$ cat config.mk
export PLATFORM = sky130hd
export DESIGN_NAME = address_string_validator
export DESIGN_NICKNAME = d
export VERILOG_FILES = /design/src/asv_pkg.sv /design/src/address_string_validator.sv
export VERILOG_INCLUDE_DIRS = /design/src /design/src/src
export SDC_FILE = /design/constraint.sdc
export NUM_CORES = 1
export LEC_CHECK = 0
export ABC_AREA = 1
export BUFFER_PORTS_ARGS = -buffer_cell sky130_fd_sc_hd__buf_2
export CAP_MARGIN = 20
export CORE_MARGIN = 5
export CORE_UTILIZATION = 60
export CTS_BUF_LIST = sky130_fd_sc_hd__clkbuf_4 sky130_fd_sc_hd__clkbuf_8 sky130_fd_sc_hd__clkbuf_16
export DETAILED_ROUTE_END_ITERATION = 12
export HOLD_SLACK_MARGIN = 0.08
export PLACE_DENSITY = 0.76
export SYNTH_ARGS = -nofsm -noshare
export SYNTH_HDL_FRONTEND = slang
export SYNTH_SLANG_ARGS = --single-unit
$ cat constraint.sdc
create_clock -name i_clk -period 7.6 [get_ports i_clk]
set_input_delay 1.14 -clock i_clk [delete_from_list [all_inputs] [get_ports i_clk]]
set_output_delay 1.14 -clock i_clk [all_outputs]
set_load 0.005 [all_outputs]
$ cat src/assert_macros.svh
// Assertion macros used by the validator RTL
`ifndef ASSERT_MACROS_SVH
`define ASSERT_MACROS_SVH

// Checked only while out of reset
`define ASV_ASSERT(lbl, prop, msg) \
    lbl: assert property (@(posedge i_clk) disable iff (!i_rst_n) prop) \
        else $error(msg);

// Checked on every edge, reset included
`define ASV_ASSERT_ALWAYS(lbl, prop, msg) \
    lbl: assert property (@(posedge i_clk) prop) else $error(msg);

`endif

$ cat src/asv_pkg.sv
// Types, constants and the digit decoder for the address string validator
`timescale 1ns / 1ps

package asv_pkg;

    localparam logic       KIND_IPV4   = 1'b0;
    localparam logic       KIND_MAC    = 1'b1;

    localparam logic [2:0] IPV4_LAST_GROUP = 3'd3;
    localparam logic [2:0] MAC_LAST_GROUP  = 3'd5;
    localparam logic [1:0] IPV4_MAX_DIGITS = 2'd3;
    localparam logic [1:0] MAC_MAX_DIGITS  = 2'd2;
    localparam logic [8:0] GROUP_MAX       = 9'd255;

    localparam logic [7:0] CHAR_DOT    = 8'h2E;
    localparam logic [7:0] CHAR_COLON  = 8'h3A;
    localparam logic [7:0] CHAR_ZERO   = 8'h30;
    localparam logic [7:0] CHAR_NINE   = 8'h39;
    localparam logic [7:0] CHAR_UPPER_A = 8'h41;
    localparam logic [7:0] CHAR_UPPER_F = 8'h46;

    typedef struct packed {
        logic       hit;
        logic [3:0] value;
    } t_digit;

    // Digit value of a character; hex letters count only in MAC mode
    function automatic t_digit digit_of(input logic [7:0] c, input logic mac);
        t_digit d;
        logic [7:0] off;
        d = '0;
        off = '0;
        if (c >= CHAR_ZERO && c <= CHAR_NINE) begin
            off = c - CHAR_ZERO;
            d.hit = 1'b1;
            d.value = off[3:0];
        end else if (mac && c >= CHAR_UPPER_A && c <= CHAR_UPPER_F) begin
            off = c - CHAR_UPPER_A + 8'd10;
            d.hit = 1'b1;
            d.value = off[3:0];
        end
        return d;
    endfunction

endpackage

$ cat src/address_string_validator.sv
// Address string validator: IPv4 dotted decimal / uppercase MAC checker
//
//  channel | signals                                     | direction
//  --------+---------------------------------------------+----------
//  in      | i_in_valid, o_in_ready, i_char_code, i_last_char | request in
//  out     | o_out_valid, i_out_ready, o_is_valid_address     | request out
//  cfg     | i_cfg_wr_en, i_cfg_wr_data (address_kind)        | write only
//
// One character per cycle unless stalled; the result appears the cycle after its last char.
// Throughput is set by the single parse-state update, one char per clock unless stalled.
// The output register holds a result until taken; input stalls only when it is full and held.
// Synchronous active-low reset clears parse state, mode (IPv4) and the output valid flag.
`timescale 1ns / 1ps
`include "assert_macros.svh"

module address_string_validator (
    input  logic       i_clk,
    input  logic       i_rst_n,
    input  logic       i_cfg_wr_en,
    input  logic       i_cfg_wr_data,
    input  logic       i_in_valid,
    output logic       o_in_ready,
    input  logic [7:0] i_char_code,
    input  logic       i_last_char,
    output logic       o_out_valid,
    input  logic       i_out_ready,
    output logic       o_is_valid_address
);

    logic       r_address_kind;
    logic [2:0] r_group_index,    n_group_index;
    logic [1:0] r_digit_count,    n_digit_count;
    logic [8:0] r_group_value,    n_group_value;
    logic       r_first_digit_zero, n_first_digit_zero;
    logic       r_error_seen,     n_error_seen;
    logic       r_out_valid;
    logic       r_out_data,       n_out_data;

    logic            accept;
    logic            mac;
    asv_pkg::t_digit dig;
    logic [12:0]     scaled;
    logic [12:0]     acc;
    logic [1:0]      max_digits;
    logic [2:0]      last_group;
    logic [7:0]      sep;
    logic            group_ok;

    assign o_in_ready         = !r_out_valid || i_out_ready;
    assign accept             = i_in_valid && o_in_ready;
    assign o_out_valid        = r_out_valid;
    assign o_is_valid_address = r_out_data;

    assign mac        = (r_address_kind == asv_pkg::KIND_MAC);
    assign dig        = asv_pkg::digit_of(i_char_code, mac);
    assign max_digits = mac ? asv_pkg::MAC_MAX_DIGITS : asv_pkg::IPV4_MAX_DIGITS;
    assign last_group = mac ? asv_pkg::MAC_LAST_GROUP : asv_pkg::IPV4_LAST_GROUP;
    assign sep        = mac ? asv_pkg::CHAR_COLON : asv_pkg::CHAR_DOT;
    assign group_ok   = mac ? (r_digit_count == asv_pkg::MAC_MAX_DIGITS)
                            : (r_digit_count != 2'd0);

    // x16 for hex, x10 = x8 + x2 for decimal
    assign scaled = mac ? {r_group_value, 4'b0000}
                        : ({1'b0, r_group_value, 3'b000} + {3'b000, r_group_value, 1'b0});
    assign acc    = scaled + {9'd0, dig.value};

    always_comb begin
        n_group_index      = r_group_index;
        n_digit_count      = r_digit_count;
        n_group_value      = r_group_value;
        n_first_digit_zero = r_first_digit_zero;
        n_error_seen       = r_error_seen;
        n_out_data         = r_out_data;

        if (!r_error_seen) begin
            if (dig.hit) begin
                if (r_digit_count >= max_digits) begin
                    n_error_seen = 1'b1;
                end else if (!mac && r_digit_count != 2'd0 && r_first_digit_zero) begin
                    n_error_seen = 1'b1;   // leading zero in a decimal group
                end else if (acc > {4'd0, asv_pkg::GROUP_MAX}) begin
                    n_error_seen = 1'b1;
                end else begin
                    if (r_digit_count == 2'd0) begin
                        n_first_digit_zero = (dig.value == 4'd0);
                    end
                    n_group_value = acc[8:0];
                    n_digit_count = r_digit_count + 2'd1;
                end
            end else if (i_char_code == sep) begin
                if (!group_ok || r_group_index >= last_group) begin
                    n_error_seen = 1'b1;
                end else begin
                    n_group_index      = r_group_index + 3'd1;
                    n_digit_count      = 2'd0;
                    n_group_value      = 9'd0;
                    n_first_digit_zero = 1'b0;
                end
            end else begin
                n_error_seen = 1'b1;
            end
        end

        if (i_last_char) begin
            n_out_data = !n_error_seen && (n_group_index == last_group) &&
                         (mac ? (n_digit_count == asv_pkg::MAC_MAX_DIGITS)
                              : (n_digit_count != 2'd0));
            n_group_index      = 3'd0;
            n_digit_count      = 2'd0;
            n_group_value      = 9'd0;
            n_first_digit_zero = 1'b0;
            n_error_seen       = 1'b0;
        end
    end

    always_ff @(posedge i_clk) begin
        if (!i_rst_n) begin
            r_address_kind     <= asv_pkg::KIND_IPV4;
            r_group_index      <= 3'd0;
            r_digit_count      <= 2'd0;
            r_group_value      <= 9'd0;
            r_first_digit_zero <= 1'b0;
            r_error_seen       <= 1'b0;
            r_out_valid        <= 1'b0;
        end else begin
            if (i_cfg_wr_en) begin
                r_address_kind <= i_cfg_wr_data;
            end
            if (accept) begin
                r_group_index      <= n_group_index;
                r_digit_count      <= n_digit_count;
                r_group_value      <= n_group_value;
                r_first_digit_zero <= n_first_digit_zero;
                r_error_seen       <= n_error_seen;
            end
            if (accept && i_last_char) begin
                r_out_valid <= 1'b1;
            end else if (i_out_ready) begin
                r_out_valid <= 1'b0;
            end
        end
    end

    // Result payload, no reset needed
    always_ff @(posedge i_clk) begin
        if (accept && i_last_char) begin
            r_out_data <= n_out_data;
        end
    end

    `ASV_ASSERT(a_result_from_last,
        $rose(r_out_valid) |-> $past(accept && i_last_char),
        "result without a last character")
    `ASV_ASSERT(a_clear_after_last,
        (accept && i_last_char) |=>
            (r_group_index == 3'd0 && r_digit_count == 2'd0 && !r_error_seen),
        "parse state not cleared after string end")
    `ASV_ASSERT(a_group_value_bound,
        r_group_value <= asv_pkg::GROUP_MAX,
        "group value above 255")
    `ASV_ASSERT_ALWAYS(a_reset_clears_out,
        !i_rst_n |=> !r_out_valid,
        "result valid after reset")

endmodule

Word level (Yosys, flattened, before mapping):

Cells that the tools add are included.

* register bits: 19
* bits in latches: 0
* bits in writable memories: 0
* bits in read-only memories: 0
* input port bits: 15
* output and inout port bits: 3
* word-level logic and storage cells: 104
* memories kept: 0

* $add $sub $neg: 7
* multiply operators: 0
* divide/modulo/power cells: 0
* order comparisons: 7
* equality and inequality tests: 10
* shift-type cells: 0
* multiplexer cells: 48
* bitwise logic cells: 0
* reduce and logical (&&, ||, !) cells: 24

Operators by type and width (number)
* two-way mux 9 bit: 8
* two-way mux 1 bit: 22
* two-way mux 3 bit: 6
* two-way mux 2 bit: 8
* two-way mux 5 bit: 3
* adder 12 x 10 -> 13 bit: 1
* adder 13 x 4 -> 13 bit: 1
* greater-than comparator 13 x 8 -> 1 bit, second input constant: 1
* two-way mux 13 bit: 1
* inequality test 3 bit, second input constant: 4
* logical AND 1 bit: 9
* equality test 8 x 6 -> 1 bit: 1
* >= comparator 8 x 6 -> 1 bit, second input constant: 1
* >= comparator 8 x 7 -> 1 bit, second input constant: 1
* <= comparator 8 x 6 -> 1 bit, second input constant: 1
* <= comparator 8 x 7 -> 1 bit, second input constant: 1
* AND reduction 8 bit: 1
* subtractor 4 x 1 -> 4 bit, second input constant: 2
* AND reduction 7 bit: 1
* nonzero test 2 bit: 3
* adder 4 bit, second input constant: 1
* equality test 2 bit, second input constant: 2
* zero test 1 bit: 4
* zero test 4 bit: 1
* 11 further kinds: 12

Depth between registers and ports, before layout:

Gate-level depths: netlist of run 1.

* depth in word-level cells: 15
* depth in mapped cells: 27
* gate-level depth less buffers: 27

Worst setup path before layout of run 1:

OpenSTA, ideal clock, no wires.

* kind: in2reg
* start point: input port i_char_code[7]
* end point: register r_out_data, in the netlist o_is_valid_address, data pin
* library setup time: 254 ps
* arrival: 3654 ps
* data required time: 7346 ps
* path slack: 3693 ps
* cell stages on the path: 22
* buffers on the path: 0
* cell sequence: or2_1 -> nor3_1 -> nand2_2 -> inv_2 -> nor2_2 -> inv_2 -> o21ai_0 -> a21oi_1 -> fa_1 -> nand2_1 -> inv_1 -> o21ai_2 -> nor2_2 -> nand2_1 -> a21oi_1 -> nand2_1 -> nor2_2 -> nand3_1 -> o21ai_1 -> nand3_1 -> nand2_1 -> nor2_1

* cells in the longest elaborated chain, start to end: 15
* elaborated cells on any way between the ends: 34
* those cells by class: 1 x add/sub; 5 x order compare; 3 x eq/ne; 18 x mux; 7 x reduce/logical

Ends and longest elaborated chain
* from (decl): line address_string_validator.sv:23 `input logic [7:0] i_char_code,`
* >= comparator 8 x 7 -> 1 bit: line asv_pkg.sv:37 `end else if (mac && c >= CHAR_UPPER_A && c <= CHAR_UPPER_F) begin`
* logical AND 1 bit (2 in a row): line asv_pkg.sv:37
* two-way mux 5 bit: line asv_pkg.sv:37
* two-way mux 5 bit: line asv_pkg.sv:33 `if (c >= CHAR_ZERO && c <= CHAR_NINE) begin`
* adder 13 x 4 -> 13 bit: line address_string_validator.sv:65 `assign acc = scaled + {9'd0, dig.value};`
* greater-than comparator 13 x 8 -> 1 bit: line address_string_validator.sv:81 `end else if (acc > {4'd0, asv_pkg::GROUP_MAX}) begin`
* two-way mux 2 bit / two-way mux 1 bit (equally long branches): line address_string_validator.sv:81
* two-way mux 2 bit / two-way mux 1 bit (equally long branches): line address_string_validator.sv:79 `end else if (!mac && r_digit_count != 2'd0 && r_first_digit_zero) begin`
* two-way mux 2 bit / two-way mux 1 bit (equally long branches): line address_string_validator.sv:77 `if (r_digit_count >= max_digits) begin`
* two-way mux 2 bit / two-way mux 1 bit (equally long branches): line address_string_validator.sv:76 `if (dig.hit) begin`
* two-way mux 2 bit / two-way mux 1 bit (equally long branches): line address_string_validator.sv:75 `if (!r_error_seen) begin`
* equality test 2 bit, or another cell as far along: line address_string_validator.sv:106 `(mac ? (n_digit_count == asv_pkg::MAC_MAX_DIGITS)`
* two-way mux 1 bit / logical AND 1 bit (equally long branches): line address_string_validator.sv:106, address_string_validator.sv:105
* logical AND 1 bit *: line address_string_validator.sv:105 `n_out_data = !n_error_seen && (n_group_index == last_group) &&`
* to (signal assigned): line address_string_validator.sv:147 `r_out_data <= n_out_data;`
* to (decl): line address_string_validator.sv:37 `logic r_out_data, n_out_data;`

Mark *: on every way between the ends. The rest lies on a longest branch, timed or not.
A chain may end at the register's enable or synchronous reset.

Worst setup path in the final report of run 1:

* start point: input port i_char_code[0]
* end point: register r_first_digit_zero

* cells in the longest elaborated chain, start to end: 13
* elaborated cells on any way between the ends: 30
* those cells by class: 4 x add/sub; 5 x order compare; 6 x eq/ne; 9 x mux; 6 x reduce/logical

Ends and longest elaborated chain
* parallel branches: the longest is 13 deep, another holds adder 13 x 4 -> 13 bit
* to (signal assigned): line address_string_validator.sv:133 `r_first_digit_zero <= n_first_digit_zero;`
* to (decl): line address_string_validator.sv:34 `logic r_first_digit_zero, n_first_digit_zero;`

Several ways; the timed one is not identified. The select of a mux whose other input is x is not followed.

==> results of run 1 <==
[worst max-delay path, cell delays in order]
cell and delay (ns):
buf_2 0.13, inv_1 0.07, ha_1 0.19, nand2_1 0.08, nand3_1 0.08, nand2_2 0.11
inv_2 0.05, nor2_2 0.24, inv_2 0.09, o21ai_0 0.08, a21oi_1 0.11, ha_1 0.31
nand3_1 0.07, nand3_1 0.10, nand2_1 0.07, nor2_1 0.14, nand3_1 0.13, o21ai_1 0.13
nand2_1 0.08, nor2_2 0.12, nand2_1 0.08, o21ai_2 0.12, nand2_2 0.21, o21ai_0 0.22
nand2_1 0.06, nor2_1 0.09
[per-stage QoR]
stage | instance area, sq um | worst slack [ns]
after floorplan | 2090 | 3.69
after global placement | 2200 | 3.30
after detailed placement | 2200 | 3.21
after CTS | 2230 | 3.53
after global routing | 2230 | 3.08
final | 2230 | 3.53
[cell usage in the layout, fill, tap and decap left out]
| master | netlist | layout |
|---|---|---|
| ha_1 | 19 | 19 |
| nand3b_1 | 1 | 1 |
| nor2_1 | 32 | 32 |
| nand4_1 | 5 | 5 |
| nor2_2 | 3 | 3 |
| o21ai_0 | 18 | 18 |
| inv_2 | 4 | 4 |
| xnor2_1 | 1 | 1 |
| nor4_1 | 1 | 1 |
| o2111ai_1 | 1 | 1 |
| buf_2 | 0 | 17 |
| xor2_1 | 1 | 1 |
| nor2b_1 | 1 | 1 |
| inv_1 | 52 | 52 |
| nor4b_1 | 1 | 1 |
| nor3_1 | 5 | 5 |
| o21bai_1 | 1 | 1 |
| o21ai_1 | 2 | 2 |
| nor3_2 | 1 | 1 |
| o31ai_1 | 1 | 1 |
| a211oi_1 | 1 | 1 |
| clkbuf_4 | 0 | 3 |
| a21oi_4 | 1 | 1 |
| nor3b_2 | 1 | 1 |
| edfxtp_1 | 1 | 1 |
| nand2_1 | 97 | 97 |
| o21ai_4 | 1 | 1 |
| or2_1 | 1 | 1 |
| clkinv_2 | 0 | 1 |
| nand2_2 | 3 | 3 |
| dfxtp_1 | 18 | 18 |
| a21oi_1 | 29 | 29 |
| fa_1 | 2 | 2 |
| or2_2 | 1 | 1 |
| a41oi_1 | 1 | 1 |
| nor3b_1 | 3 | 3 |
| nand3_1 | 32 | 32 |
| o21ai_2 | 2 | 2 |
[power by group through the flow]
| stage | clock network (mW) | registers, mW | logic (mW) |
|---|---|---|---|
| after floorplan | 0 | 0.110 | 0.0578 |
| after global placement | 0 | 0.113 | 0.0710 |
| after detailed placement | 0 | 0.113 | 0.0722 |
| after CTS | 0.0553 | 0.111 | 0.0726 |
| after global routing | 0.0604 | 0.112 | 0.0830 |
| final | 0.0537 | 0.111 | 0.0722 |
[logic make-up after synthesis]
logic type | synth area share, %
compound gates | 16.0
xor+xnor | 0.837
fa+ha+maj | 13.3
buf+inv | 11.8
flops | 18.6
simple gates | 39.4
[layout make-up]
type | count | share of cell area [%]
Inverter | 56 | 9.44
Clock buffer | 3 | 1.01
Multi-Input combinational cell | 269 | 65.4
Clock inverter | 1 | 0.225
Sequential cell | 19 | 17.5
Timing Repair Buffer | 17 | 3.82
Tap cell | 46 | 2.59
[state kept, by name (all words and copies together) (netlist names)]
signal              cells
mac                     1
o_is_valid_address      1
o_out_valid             1
r_digit_count           2
r_error_seen            1
r_first_digit_zero      1
r_group_index           3
r_group_value           9
[routing by layer]
metal / track usage, % / vias to the layer above / share of wire [%]
li1: - / 1173 / -
met5: 0 / - / 0
met4: 5.21 / 0 / 1.9
met2: 36.1 / 39 / 49
met1: 22.2 / 912 / 46
met3: 2.62 / 12 / 2.7
[worst min path at each step]
stage | start | endpoint | slack (ns) | cells past startpoint
after floorplan | r_group_value[8] | r_group_value[8] | 0.45 | 2
after global placement | r_group_value[8] | r_group_value[8] | 0.48 | 2
after detailed placement | r_digit_count[1] | r_digit_count[1] | 0.49 | 2
after CTS | r_digit_count[1] | r_digit_count[1] | 0.51 | 2
after global routing | r_group_value[8] | r_group_value[8] | 0.54 | 2
final | r_group_value[8] | r_group_value[8] | 0.50 | 2
==> out/results.ini, run 1 <==
[run_status]
outcome = finished, final reports clean

[timing]
tns_ns = 0
rsz0062_at_grt = no
maxSlewHeadroom_pct = 43.4
worst_pin_slew_ns = 0.848
fin_crit_sh_pct = 53.5
finalSetupViolations = 0
holdWs_ns = 0.503
finalHoldViolCount = 0
post-route-min-period_ns = 4.07
slew_violations = 0
skew_ns = 0.00109
fmax_mhz = 246

[grt]
first_global_vias = 1977
grt_usage_pct = 19.1
grt_max_degree = 21
gr-total-overflow = 0
antenna_found_initial = 0
grt_pass1_wl_microns = 7910

[cts]
cts_resized = 0
cts_max_path_buffers = 2
hold_buffers = 0
cts.sinks = 19
cts_setup_buffers = 0
clkSlewWorstSetupHoldPaths_ns = 0.11
clk_latency_ns = 0.30
cts_tree = built
numCtsBuffers = 3
cts_root_buf = clkbuf_4
h-tree-depth = 1

[route]
wl_per_cell_microns = 11.1
drc = 0
dr.first_iter.drc_count = 114
drtAntennaViolNets = 0
first_pass_iters = 4
vias = 2136
drt_wl_total_microns = 4560
post_drt_via_cell_ratio = 5.20

[critical_path]
cp.arrival_ns = 4.32
cp_max_fo = 19
worstPathRequired_ns = 7.85
crit_type = primary input to flop
reg2reg_to = r_first_digit_zero
startpoint = i_char_code[0]
worstSetupStartpointType = primary input
r2r_slack_ns = 3.80
crit_path_end_kind = flop
crit_end = r_first_digit_zero
rr_worst_depth = 21
timing.rr.start = mac

[place]
io_buffer_count = 17
dp_hpwl_microns = 3740
placed_cells = 407
gp_congestion = 0.921

[yosys]
synthDistinctLibCells = 39
ys_seq_elements = 19
synth_cells = 349
synth_edf_count = 1
syn-num-nets = 385
ys_warn_count = 0
yosysTopAreaCell = nand2_1
netlist_top_cells_area = nand2_1 17%, dfxtp_1 17%, ha_1 11%
synth_area_per_cell_sq_um = 6.00
synth_top_area_share_pct = 17.4
seq_area_frac_synth_pct = 18.6
synthTopCellsByCount = 97 x nand2_1, 52 x inv_1, 32 x nand3_1, 32 x nor2_1, 29 x a21oi_1
netlist_area_sq_um = 2090
synthFlopType = dfxtp_1
yosysMostFrequentCell = nand2_1
async_reset_ff_share_pct = 0

[die]
rows = 21
die_h_microns = 69.1
core_sq_um = 3360
start_util_pct = 62.2
die_x_microns = 69.1
die_area_sq_um = 4770
ioPinCount = 18

[cells_and_area]
utilization_pct = 66.2
n_fill_cell = 368
multi_input_area_sq_um = 1460
regArea_sq_um = 390
finalNonFillerCells = 411
drive_gt1_share_pct = 10.4
syn2layout_area_growth_pct = 6.34
nNetsFinal = 402
diodes = 0

[flow_run]
cap_violations = 0

[power]
p_sw_share_pct = 36.5
powerDensity_nw_per_um2 = 106
leakagePower_nw = 1.10
ir_drop_mv = 0.100
pwr-share-comb_pct = 30.5
switching_power_uw = 86.4
p_int_uw = 151
power_uw = 237
pwr-share-seq_pct = 46.9
clkPwrFrac_pct = 22.7

[min_path]
worstHoldPathType = flop to flop

(Power assumes the default switching activity.)
==> run 2, diff against run 1 <==
--- a/config.mk
+++ b/config.mk
@@ -6,7 +6,7 @@
 export SDC_FILE = /design/constraint.sdc
 export NUM_CORES = 1
 export LEC_CHECK = 0
-export ABC_AREA = 1
+export ABC_AREA = 0
 export BUFFER_PORTS_ARGS = -buffer_cell sky130_fd_sc_hd__buf_2
 export CAP_MARGIN = 20
 export CORE_MARGIN = 5
==> constraint.sdc (replaced) <==
create_clock -name i_clk -period 3.95 [get_ports i_clk]
set_input_delay 0.5925 -clock i_clk [delete_from_list [all_inputs] [get_ports i_clk]]
set_output_delay 0.5925 -clock i_clk [all_outputs]
set_load 0.005 [all_outputs]
==> run 2 against run 1 <==
Non-clock buffer count is 31 higher. Critical path depth is 8 lower. Register-to-register slack worse by 3.6 ns. Combinational power is 4.8% higher. Global-route usage is 4.9 points higher. Sequential power is 79% higher. Flip-flop and latch count stayed put. First-iteration DRC count is 7.0% lower. Die area is 3.4% lower. Area after synthesis is 4.0% lower. Sequential share of layout area is 1.7 points lower. Critical endpoint is now o_is_valid_address. Largest cell class unchanged.
==> out/results.ini, run 2 <==
[run_status]
outcome = finished, final reports clean

[yosys]
synth_area_per_cell_sq_um = 7.79  ; +30%
synth_cells = 258  ; -26%
netlist_top_cells_area = dfxtp_1 18%, ha_1 12%, nand2_1 5.2%
yosysMostFrequentCell = nand2_1
syn-num-nets = 294  ; -24%
synthFlopType = dfxtp_1
ys_warn_count = 0  ; unchanged
ys_seq_elements = 19  ; unchanged
synth_edf_count = 1  ; unchanged
netlist_area_sq_um = 2010  ; -4.0%
synth_top_area_share_pct = 17.9  ; +0.54 points
synthDistinctLibCells = 68  ; +74%
yosysTopAreaCell = dfxtp_1
seq_area_frac_synth_pct = 19.4  ; +0.78 points
async_reset_ff_share_pct = 0  ; unchanged
synthTopCellsByCount = 28 x nand2_1, 25 x nor2_1, 19 x ha_1

[cells_and_area]
diodes = 0  ; unchanged
mostFrequentLayoutCells = 31 x buf_4, 28 x nand2_1, 23 x nor2_1, 18 x dfxtp_1, 17 x buf_2
n_fill_cell = 274  ; -26%
design_area_sq_um = 2460  ; +11%
final_common_cell = buf_4
largest_reg_flops = 9  ; unchanged
finalNonFillerCells = 350  ; -15%
largest-register = r_group_value
drive_gt1_share_pct = 26.3  ; +16 points
syn2layout_area_growth_pct = 22.5
largestRegisters = r_group_value: 9 flops, r_group_index: 3 flops, r_digit_count: 2 flops
nNetsFinal = 341  ; -15%

[min_path]
worstHoldPathType = flop to flop
hp-start = r_first_digit_zero

[cts]
clk_latency_ns = 0.29  ; about the same
numCtsBuffers = 3  ; unchanged
cts_max_path_buffers = 2  ; unchanged
h-tree-depth = 1  ; unchanged
cts_tree = built
cts.sinks = 19  ; unchanged
cts_root_buf = clkbuf_4
clkSlewWorstSetupHoldPaths_ns = 0.11  ; about the same
hold_buffers = 0  ; unchanged

[die]
rows = 21  ; unchanged
core_sq_um = 3280  ; -2.3%
die_area_sq_um = 4610  ; -3.4%
die_x_microns = 67.9  ; -1.7%
ioPinCount = 18  ; unchanged
die_h_microns = 67.9  ; -1.7%
start_util_pct = 61.2  ; -1.1 points

[route]
drt_wl_total_microns = 5080  ; +11%
first_pass_iters = 4  ; unchanged
dr.first_iter.drc_count = 106  ; -7.0%
drc = 0  ; unchanged
vias = 2032  ; -4.9%
wl_per_cell_microns = 14.5  ; +31%
drtAntennaViolNets = 0  ; unchanged
post_drt_via_cell_ratio = 5.81  ; +12%

[critical_path]
timing.rr.start = mac
crit_path_end_kind = flop
crit_family = simple AND/OR/NAND/NOR gates
max_stage_delay_ns = 0.49  ; +0.18 ns
cp_max_fo = 4  ; -15
cp.arrival_ns = 3.89  ; -0.43 ns
path_buf_inv = 2  ; -2
startpoint = i_char_code[0]
path_cells = buf_2 > inv_1 > ha_2 > nor3b_2 > or4b_4 > nor2_2 > o21ai_1 > o21ai_2 > fa_2 > a21oi_2 > or3_4 > nor3_2 > o221a_2 > nand3_2 > nor4_4 > mux2_4 > o221ai_2 > a21oi_1
slowest_stage = or4b_4
crit_type = primary input to flop
worstPathRequired_ns = 4.00  ; -3.85 ns
worstSetupStartpointType = primary input

[grt]
gr-total-overflow = 0  ; unchanged
antenna_found_initial = 0  ; unchanged
first_global_vias = 1919  ; -2.9%
grt_max_degree = 32  ; +52%
grt_usage_pct = 24.0  ; +4.9 points
grt_pass1_wl_microns = 8650  ; +9.2%

[place]
io_buffer_count = 17  ; unchanged
gp_congestion = 0.914  ; -0.75%
placed_cells = 344  ; -15%
pre_cts_ws_ns = -0.260  ; -3.47 ns
dpl_cell_area_sq_um = 2370  ; +8.0%
dp_hpwl_microns = 3960  ; +5.8%

[timing]
fmax_mhz = 260
maxSlewHeadroom_pct = 68.3  ; +25 points
skew_ns = 0.00381  ; +0.00272 ns
finalHoldViolCount = 0  ; unchanged
tns_ns = 0  ; unchanged
slew_violations = 0  ; unchanged
post-route-min-period_ns = 3.84
finalWorstSetupSlack_ns = 0.108  ; -3.42 ns
finalSetupViolations = 0  ; unchanged
worst_pin_slew_ns = 0.469  ; -0.379 ns
fin_crit_sh_pct = 97.3

[power]
power_uw = 369  ; +56%
ir_drop_mv = 0.266  ; +170%
powerDensity_nw_per_um2 = 150  ; +41%
leakagePower_nw = 1.03  ; -6.1%

[flow_run]
cap_violations = 0  ; unchanged

-- run 2: cell count changes after synthesis, moves of 8 or more --
cell,previous run,this run
nand3_1,32,16
inv_1,52,13
nor2b_1,1,9
o21ai_0,18,10
a21oi_1,29,11
nand2_1,97,28
-- run 2: kinds of logic (layout without fill, tap and decap cells) --
group                      after synthesis  count (layout)  share of synthesized area (%)
buffers and inverters                   19              65                           3.86
DFF                                     19              19                           19.4
adders and majority gates               21              21                           13.8
and+or+nand+nor                        118             118                           32.1
AOI/OAI and AO/OA                       69              69                           25.3
muxes                                    3               3                           1.56
xor gates and xnor gates                 9               9                           3.92
-- run 2: worst paths after layout --
kind	to	slack, ns	cells past startpoint
worst max-delay path	o_is_valid_address	0.11	18
worst min-delay path	r_first_digit_zero	0.47	2
worst min register to register	r_first_digit_zero	0.47	2
worst max register to register	o_is_valid_address	0.20	15
-- run 2: routing by layer --
| layer | up-vias | track usage [%] | wire length (microns) |
|---|---|---|---|
| li1 | 1052 | - | - |
| met1 | 942 | 34.9 | 2530 |
| met2 | 34 | 38.3 | 2330 |
| met3 | 4 | 2.13 | 190 |
| met4 | 0 | 5.96 | 27 |
| met5 | - | 0 | 0 |
-- run 2: area by class of cell --
class | instances | area, sq um | area share, %
Multi-Input combinational cell | 220 | 1620 | 65.8
Sequential cell | 19 | 390 | 15.9
Timing Repair Buffer | 48 | 318 | 12.9
Tap cell | 46 | 57.6 | 2.34
Inverter | 13 | 48.8 | 1.98
Clock buffer | 3 | 22.5 | 0.915
Clock inverter | 1 | 5.00 | 0.203
-- run 2: worst min-delay path: cells and delay by family (launching register included) --
family / cells / cell delay (ns)
simple gates: 1 / 0.05
flops: 1 / 0.33
mux: 1 / 0.05
-- run 2: through the flow --
stage	hold slack, ns	utilization (%)
2_1_floorplan	0.430	-
3_3_place_gp	0.445	72.3
3_5_place_dp	0.455	72.3
4_1_cts	0.472	73.1
5_1_grt	0.515	75.0
6_report	0.471	75.0
-- run 2: timing repair --
action	4_1_cts	5_1_grt
endpoints found under the setup margin	0	11
setup buffers	0	2
gates resized for setup	0	12
-- run 2: power breakdown --
part,internal [mW],switching [mW]
sequential,0.196,0.00292
clock,0.0376,0.0576
combinational,0.0337,0.0420
